<file path="config.mk">
export PLATFORM = sky130hd
export DESIGN_NAME = cmed_decide
export DESIGN_NICKNAME = d
export VERILOG_FILES = /design/src/rtl/core/cmed_pkg.sv /design/src/rtl/core/cmed_decide.sv
export SDC_FILE = /design/constraint.sdc
export NUM_CORES = 1
export LEC_CHECK = 0
export BUFFER_PORTS_ARGS = -buffer_cell sky130_fd_sc_hd__buf_4
export CAP_MARGIN = 20
export CORE_AREA = 5 5 234 236
export DETAILED_ROUTE_END_ITERATION = 8
export DIE_AREA = 0 0 239 241
export SLEW_MARGIN = 15
export SYNTH_ARGS = -nofsm -noshare
export SYNTH_HDL_FRONTEND = slang
export SYNTH_SLANG_ARGS = --single-unit
</file>
<file path="constraint.sdc">
create_clock -name vclk -period 49.6
set_input_delay 9.92 -clock vclk [all_inputs]
set_output_delay 9.92 -clock vclk [all_outputs]
set_load 0.02 [all_outputs]
</file>
<file path="src/rtl/core/cmed_pkg.sv">
// Shared types and constants of the conditional 3x3 median filter.
package cmed_pkg;

    localparam int PIX_W          = 16;  // pixel field width on the stream
    localparam int WIDTH_CFG_W    = 12;  // frame_width register width
    localparam int HEIGHT_W       = 16;  // frame_height register width
    localparam int THRESH_W       = 19;  // spike_threshold register width
    localparam int DIFF_W         = THRESH_W + 1;
    localparam int ROW_W          = HEIGHT_W + 1;
    localparam int CFG_IDX_W      = 2;
    localparam int CFG_DATA_W     = THRESH_W;
    localparam int MIN_LOWER_COUNT = 6;

    localparam int RESET_FRAME_WIDTH  = 2048;
    localparam int RESET_FRAME_HEIGHT = 1;

    localparam logic [CFG_IDX_W-1:0] REG_FRAME_WIDTH     = 2'd0;
    localparam logic [CFG_IDX_W-1:0] REG_FRAME_HEIGHT    = 2'd1;
    localparam logic [CFG_IDX_W-1:0] REG_SPIKE_THRESHOLD = 2'd2;

    // Which sides of the 3x3 window fall outside the frame.
    typedef struct packed {
        logic top;
        logic bottom;
        logic left;
        logic right;
    } border_t;

    // Control that travels with an item down the pipeline.
    typedef struct packed {
        logic    emit;
        logic    last;
        border_t border;
    } stage_ctl_t;

endpackage

</file>
<file path="src/rtl/core/cmed_decide.sv">
// Border replication, impulse test and 3x3 median selection for one window.
module cmed_decide #(
    parameter int PIXEL_BITS = 16
) (
    input  logic [PIXEL_BITS-1:0]               win [9],
    input  cmed_pkg::border_t                   border,
    input  logic signed [cmed_pkg::THRESH_W-1:0] threshold,
    output logic [PIXEL_BITS-1:0]               pix_out,
    output logic                                replaced
);

    logic [PIXEL_BITS-1:0] n [3][3];
    logic [PIXEL_BITS-1:0] lo [3];
    logic [PIXEL_BITS-1:0] md [3];
    logic [PIXEL_BITS-1:0] hi [3];
    logic [PIXEL_BITS-1:0] centre;
    logic [PIXEL_BITS-1:0] median;
    logic [3:0]            lower_cnt;
    logic [cmed_pkg::DIFF_W-1:0] diff;
    logic signed [cmed_pkg::DIFF_W-1:0] thr_ext;
    logic                  is_peak;
    logic                  diff_over;

    function automatic logic [PIXEL_BITS-1:0] min2(input logic [PIXEL_BITS-1:0] a,
                                                   input logic [PIXEL_BITS-1:0] b);
        return (a < b) ? a : b;
    endfunction

    function automatic logic [PIXEL_BITS-1:0] max2(input logic [PIXEL_BITS-1:0] a,
                                                   input logic [PIXEL_BITS-1:0] b);
        return (a > b) ? a : b;
    endfunction

    // Returns {high, middle, low}.
    function automatic logic [3*PIXEL_BITS-1:0] sort3(input logic [PIXEL_BITS-1:0] a,
                                                      input logic [PIXEL_BITS-1:0] b,
                                                      input logic [PIXEL_BITS-1:0] c);
        logic [PIXEL_BITS-1:0] x;
        logic [PIXEL_BITS-1:0] y;
        logic [PIXEL_BITS-1:0] t;
        x = min2(a, b);
        y = max2(a, b);
        t = min2(y, c);
        return {max2(y, c), max2(x, t), min2(x, t)};
    endfunction

    function automatic logic [PIXEL_BITS-1:0] mid3(input logic [PIXEL_BITS-1:0] a,
                                                   input logic [PIXEL_BITS-1:0] b,
                                                   input logic [PIXEL_BITS-1:0] c);
        return max2(min2(a, b), min2(max2(a, b), c));
    endfunction

    always_comb begin
        int rr;
        int cc;
        for (int r = 0; r < 3; r++) begin
            for (int c = 0; c < 3; c++) begin
                rr = r;
                cc = c;
                if (r == 0 && border.top) rr = 1;
                if (r == 2 && border.bottom) rr = 1;
                if (c == 0 && border.left) cc = 1;
                if (c == 2 && border.right) cc = 1;
                n[r][c] = win[rr * 3 + cc];
            end
        end
    end

    assign centre = n[1][1];

    always_comb begin
        lower_cnt = '0;
        for (int r = 0; r < 3; r++) begin
            for (int c = 0; c < 3; c++) begin
                if ((r != 1 || c != 1) && centre > n[r][c]) begin
                    lower_cnt = lower_cnt + 4'd1;
                end
            end
        end
    end

    // The true range of the difference fits the width, so wrap-around arithmetic is exact.
    assign diff = (cmed_pkg::DIFF_W'(centre) << 2) - cmed_pkg::DIFF_W'(n[0][1])
                - cmed_pkg::DIFF_W'(n[2][1]) - cmed_pkg::DIFF_W'(n[1][0])
                - cmed_pkg::DIFF_W'(n[1][2]);
    assign thr_ext   = {threshold[cmed_pkg::THRESH_W-1], threshold};
    assign diff_over = $signed(diff) > thr_ext;
    assign is_peak   = lower_cnt > 4'(cmed_pkg::MIN_LOWER_COUNT);

    always_comb begin
        for (int r = 0; r < 3; r++) begin
            {hi[r], md[r], lo[r]} = sort3(n[r][0], n[r][1], n[r][2]);
        end
        median = mid3(min2(min2(hi[0], hi[1]), hi[2]),
                      mid3(md[0], md[1], md[2]),
                      max2(max2(lo[0], lo[1]), lo[2]));
    end

    assign replaced = is_peak && diff_over;
    assign pix_out  = replaced ? median : centre;

endmodule

</file>
==> qor.csv, run 1 <==
metric,value,unit
status,"complete, no violations",
dp.cells,3833,
drc,0,
flops_and_latches,0,
fin_crit,46010,ps
cts-resized-gates,0,
crit_buf_inv,9,
end_kind,primary output,
rows,84,
synth.distinct_cells,79,
grt_max_degree,46,
max_freq,21.7,MHz
die_y,241,um
final_cells,3836,
hold_class,in2out,
grt_pass1_wl,157,mm
dp_hpwl,91.1,mm
grt_pass1_vias,24200,
cts_hold_buffers,0,
numPortBuffers,184,
grt_overflow_total,0,
slowest_delay,840,ps
nClkBuffers,0,
dieArea,57600,um2
diodes,0,
wirelength,110,mm
fin_nets,3827,
syn_avg_cell_area,7.71,um2
syn_area,23400,um2
post_cts_buffers,0,
layout.area.seq,0,um2
drive_above_1_share,15.8,%
firstDrtPassIters,6,
critPathKind,in2out,
cp_top_family,compound AO/OA/AOI/OAI gates,
core,52200,um2
slew_violations,0,
dieWidth,239,um
rsz0062_at_grt,false,
ios,184,
ant_nets,0,
place_congestion,1.06,
routed-via-count,25500,
syn_nets,3711,
finalCritPeriodShare,92.8,%
seq_area_frac_synth,0,%
required,39680,ps
cp.arrival,36090,ps
synthCells,3034,
final_util,49.1,%
drv_cap,0,
drtIter0Drc,2987,
setup_viol,0,
yosysWarnings,0,
start_util,44.8,%
area_delta_synth_final,9.78,%
final_cell_mix,"ha_1 (474), inv_1 (352), buf_4 (253)",
holdWs,20630,ps
wl_per_cell,28.6,um
start_kind,input pin,
fin_tns_setup,0,ps
tightest_slew,1130,ps
max-slew-margin-rel,22.5,%
antenna_found_initial,0,
grtUsageTotal,36.1,%
crit_slowest_cell,a21oi_2,
critPathMaxFanout,34,
hold_viol,0,
viasPerCell,6.65,
final_common_cell,ha_1,
kinds of logic after synthesis:
kind of cell | Yosys count | synth area share (%)
xor gates and xnor gates | 37 | 1.56
AOI/OAI and AO/OA | 799 | 21.0
and+or+nand+nor | 758 | 15.6
buffers and inverters | 494 | 8.11
adders and majority gates | 510 | 28.3
muxes | 436 | 25.4
worst min-delay path, delay by kind of cell:
family	cells	cell delay, ps
AOI/OAI and AO/OA	1	150
buffers and inverters	2	430
and+or+nand+nor	1	190
cell type report:
cell class | count | area, um2
well taps | 688 | 861
repair buffers | 255 | 1920
fillers | 5168 | 26600
multi-input cells | 2540 | 21600
inverters | 353 | 1330
cell usage after synthesis, types with 58 or more instances:
master | number | share of area, %
nand2_1 | 239 | 3.8
nor2_1 | 193 | 3.1
o21ai_0 | 230 | 4.9
mux2i_1 | 244 | 10
mux4_2 | 116 | 11
a21o_1 | 80 | 2.6
o21a_1 | 58 | 1.9
ha_1 | 479 | 26
inv_1 | 352 | 5.7
a21oi_1 | 255 | 5.5
mux2_2 | 62 | 3.0
nand4_1 | 84 | 2.2
clkbuf_1 | 107 | 1.7
per-stage QoR:
stage	instance area (um2)	setup slack [ps]
after global placement	25600	4550
after detailed placement	25600	4010
after global routing	25700	1770
after floorplan	23400	8270
after CTS	25600	3890
final	25700	3590
layer usage:
metal  GRT usage, %  part of all wire (%)  vias up
met1           47.2                    40    12100
li1               -                     -    11400
met2           55.2                    42     1679
met3           11.6                    13      317
met5              0                     0        -
met4           14.9                   5.2        0
path summary, 6_finish.rpt:
| kind | start | to | slack [ps] | cells past startpoint |
|---|---|---|---|---|
| max | border[3] | pix_out[8] | 3590 | 93 |
| min | win[66] | pix_out[2] | 20630 | 4 |
Power of run 1 is left out: the tool's default activity adds up to more than one toggle a clock period on the data nets, which glitch-free logic cannot reach.
==> run 2: changes to the inputs <==
clock period = 51.2 ns   (was 49.6 ns; I/O delays follow)
==> qor.csv, run 2 (same netlist as run 1, synthesis figures left out) <==
metric,value,unit,change
status,"complete, no violations",,unchanged
numPortBuffers,184,,unchanged
area_delta_synth_final,9.60,%,was 9.78%
critPathMaxFanout,34,,unchanged
grt_overflow_total,0,,unchanged
dieWidth,239,um,unchanged
die_y,241,um,unchanged
top_layer_used,met5,,was met4
multi_input_area,21600,um2,about the same
slowest_delay,860,ps,was 840 ps
hold_viol,0,,unchanged
fin_tns_setup,0,ps,unchanged
end_kind,primary output,,unchanged
wirelength,108,mm,was 110 mm
rows,84,,unchanged
critPathKind,in2out,,unchanged
crit_slowest_cell,a21oi_2,,unchanged
cp_common_cell,o21ai_0,,
required,40960,ps,was 39680 ps
drive_above_1_share,15.6,%,was 15.8%
crit_buf_inv,9,,unchanged
layout.area.seq,0,um2,unchanged
dp_slack,4930,ps,was 4010 ps
grtUsageTotal,35.4,%,was 36.1%
fin_crit,46680,ps,
setup_ws,4520,ps,was 3590 ps
nClkBuffers,0,,unchanged
dp_hpwl,89.7,mm,was 91.1 mm
hold_class,in2out,,unchanged
final_common_cell,ha_1,,unchanged
dr_wl_met3,13.7,mm,was 14.4 mm
grt_pass1_wl,154,mm,was 157 mm
cts_hold_buffers,0,,unchanged
dieArea,57600,um2,unchanged
cp_top_family,compound AO/OA/AOI/OAI gates,,unchanged
start_kind,input pin,,unchanged
routed-via-count,25300,,was 25.5k
rsz0062_at_grt,false,,unchanged
fill_cells,5174,,was 5168
grt_max_degree,46,,unchanged
cp.arrival,36440,ps,was 36090 ps
viasPerCell,6.61,,was 6.65
start_util,44.8,%,unchanged
wl_met1,43.1,mm,was 43.6 mm
tightest_slew,1260,ps,was 1130 ps
drtIter0Drc,3219,,was 2987
ios,184,,unchanged
fin_nets,3819,,was 3827
grt_pass1_vias,23800,,was 24.2k
max_freq,21.4,MHz,
antenna_found_initial,6,,was 0
post_cts_buffers,0,,unchanged
setup_viol,0,,unchanged
core,52200,um2,unchanged
slew_violations,0,,unchanged
finalCritPeriodShare,91.2,%,
ant_nets,0,,unchanged
route.met2.wl,45.2,mm,was 45.9 mm
wl_per_cell,28.1,um,was 28.6 um
max-slew-margin-rel,15.0,%,was 22.5%
firstDrtPassIters,8,,was 6
flops_and_latches,0,,unchanged
drv_cap,0,,unchanged
place_congestion,1.07,,was 1.06
drc,0,,unchanged
cts-resized-gates,0,,unchanged
final_cell_mix,"ha_1 (474), inv_1 (352), a21oi_1 (249)",,"was ha_1 (474), inv_1 (352), buf_4 (253)"
[run 2: changes by cell type in the layout (fill, tap and decap cells not counted)]
cell,change
buf_4,-7
diode_2,+6
a2111oi_0,-1
a2111oi_1,+1
clkbuf_4,-1
[run 2: stage by stage]
step	utilization (%)	std cells	area (um2)	hold slack [ps]
after CTS	49.0	3827	25600	21260
after global routing	49.0	3828	25600	21260
after floorplan	-	3034	23400	20940
after global placement	49.0	3827	25600	21250
final	49.1	3834	25600	21270
after detailed placement	49.0	3827	25600	21260
[run 2: path summary, 6_finish.rpt]
check,start,endpoint,slack [ps],cells past startpoint
hold / removal,win[65],pix_out[1],21270,4
setup / recovery,border[3],pix_out[8],4520,94
[run 2: cell type report]
| class | instances | share of cell area [%] |
|---|---|---|
| tap | 688 | 3.36 |
| antenna | 6 | 0.0586 |
| multi-input combinational | 2540 | 84.1 |
| inverter | 353 | 5.17 |
| timing repair buffer | 247 | 7.27 |
[run 2: per-layer routing]
metal / track usage [%] / up-vias
li1: - / 11400
met1: 47.1 / 12000
met2: 53.9 / 1592
met3: 10.5 / 313
met4: 14.7 / 2
met5: 0 / -
[run 2: tightest hold or removal path, cell delays in order]
cell and delay [ps]:
buf_4 230, nand2_1 200, o221ai_1 150, buf_4 190
Power of run 2 is left out for the same reason.
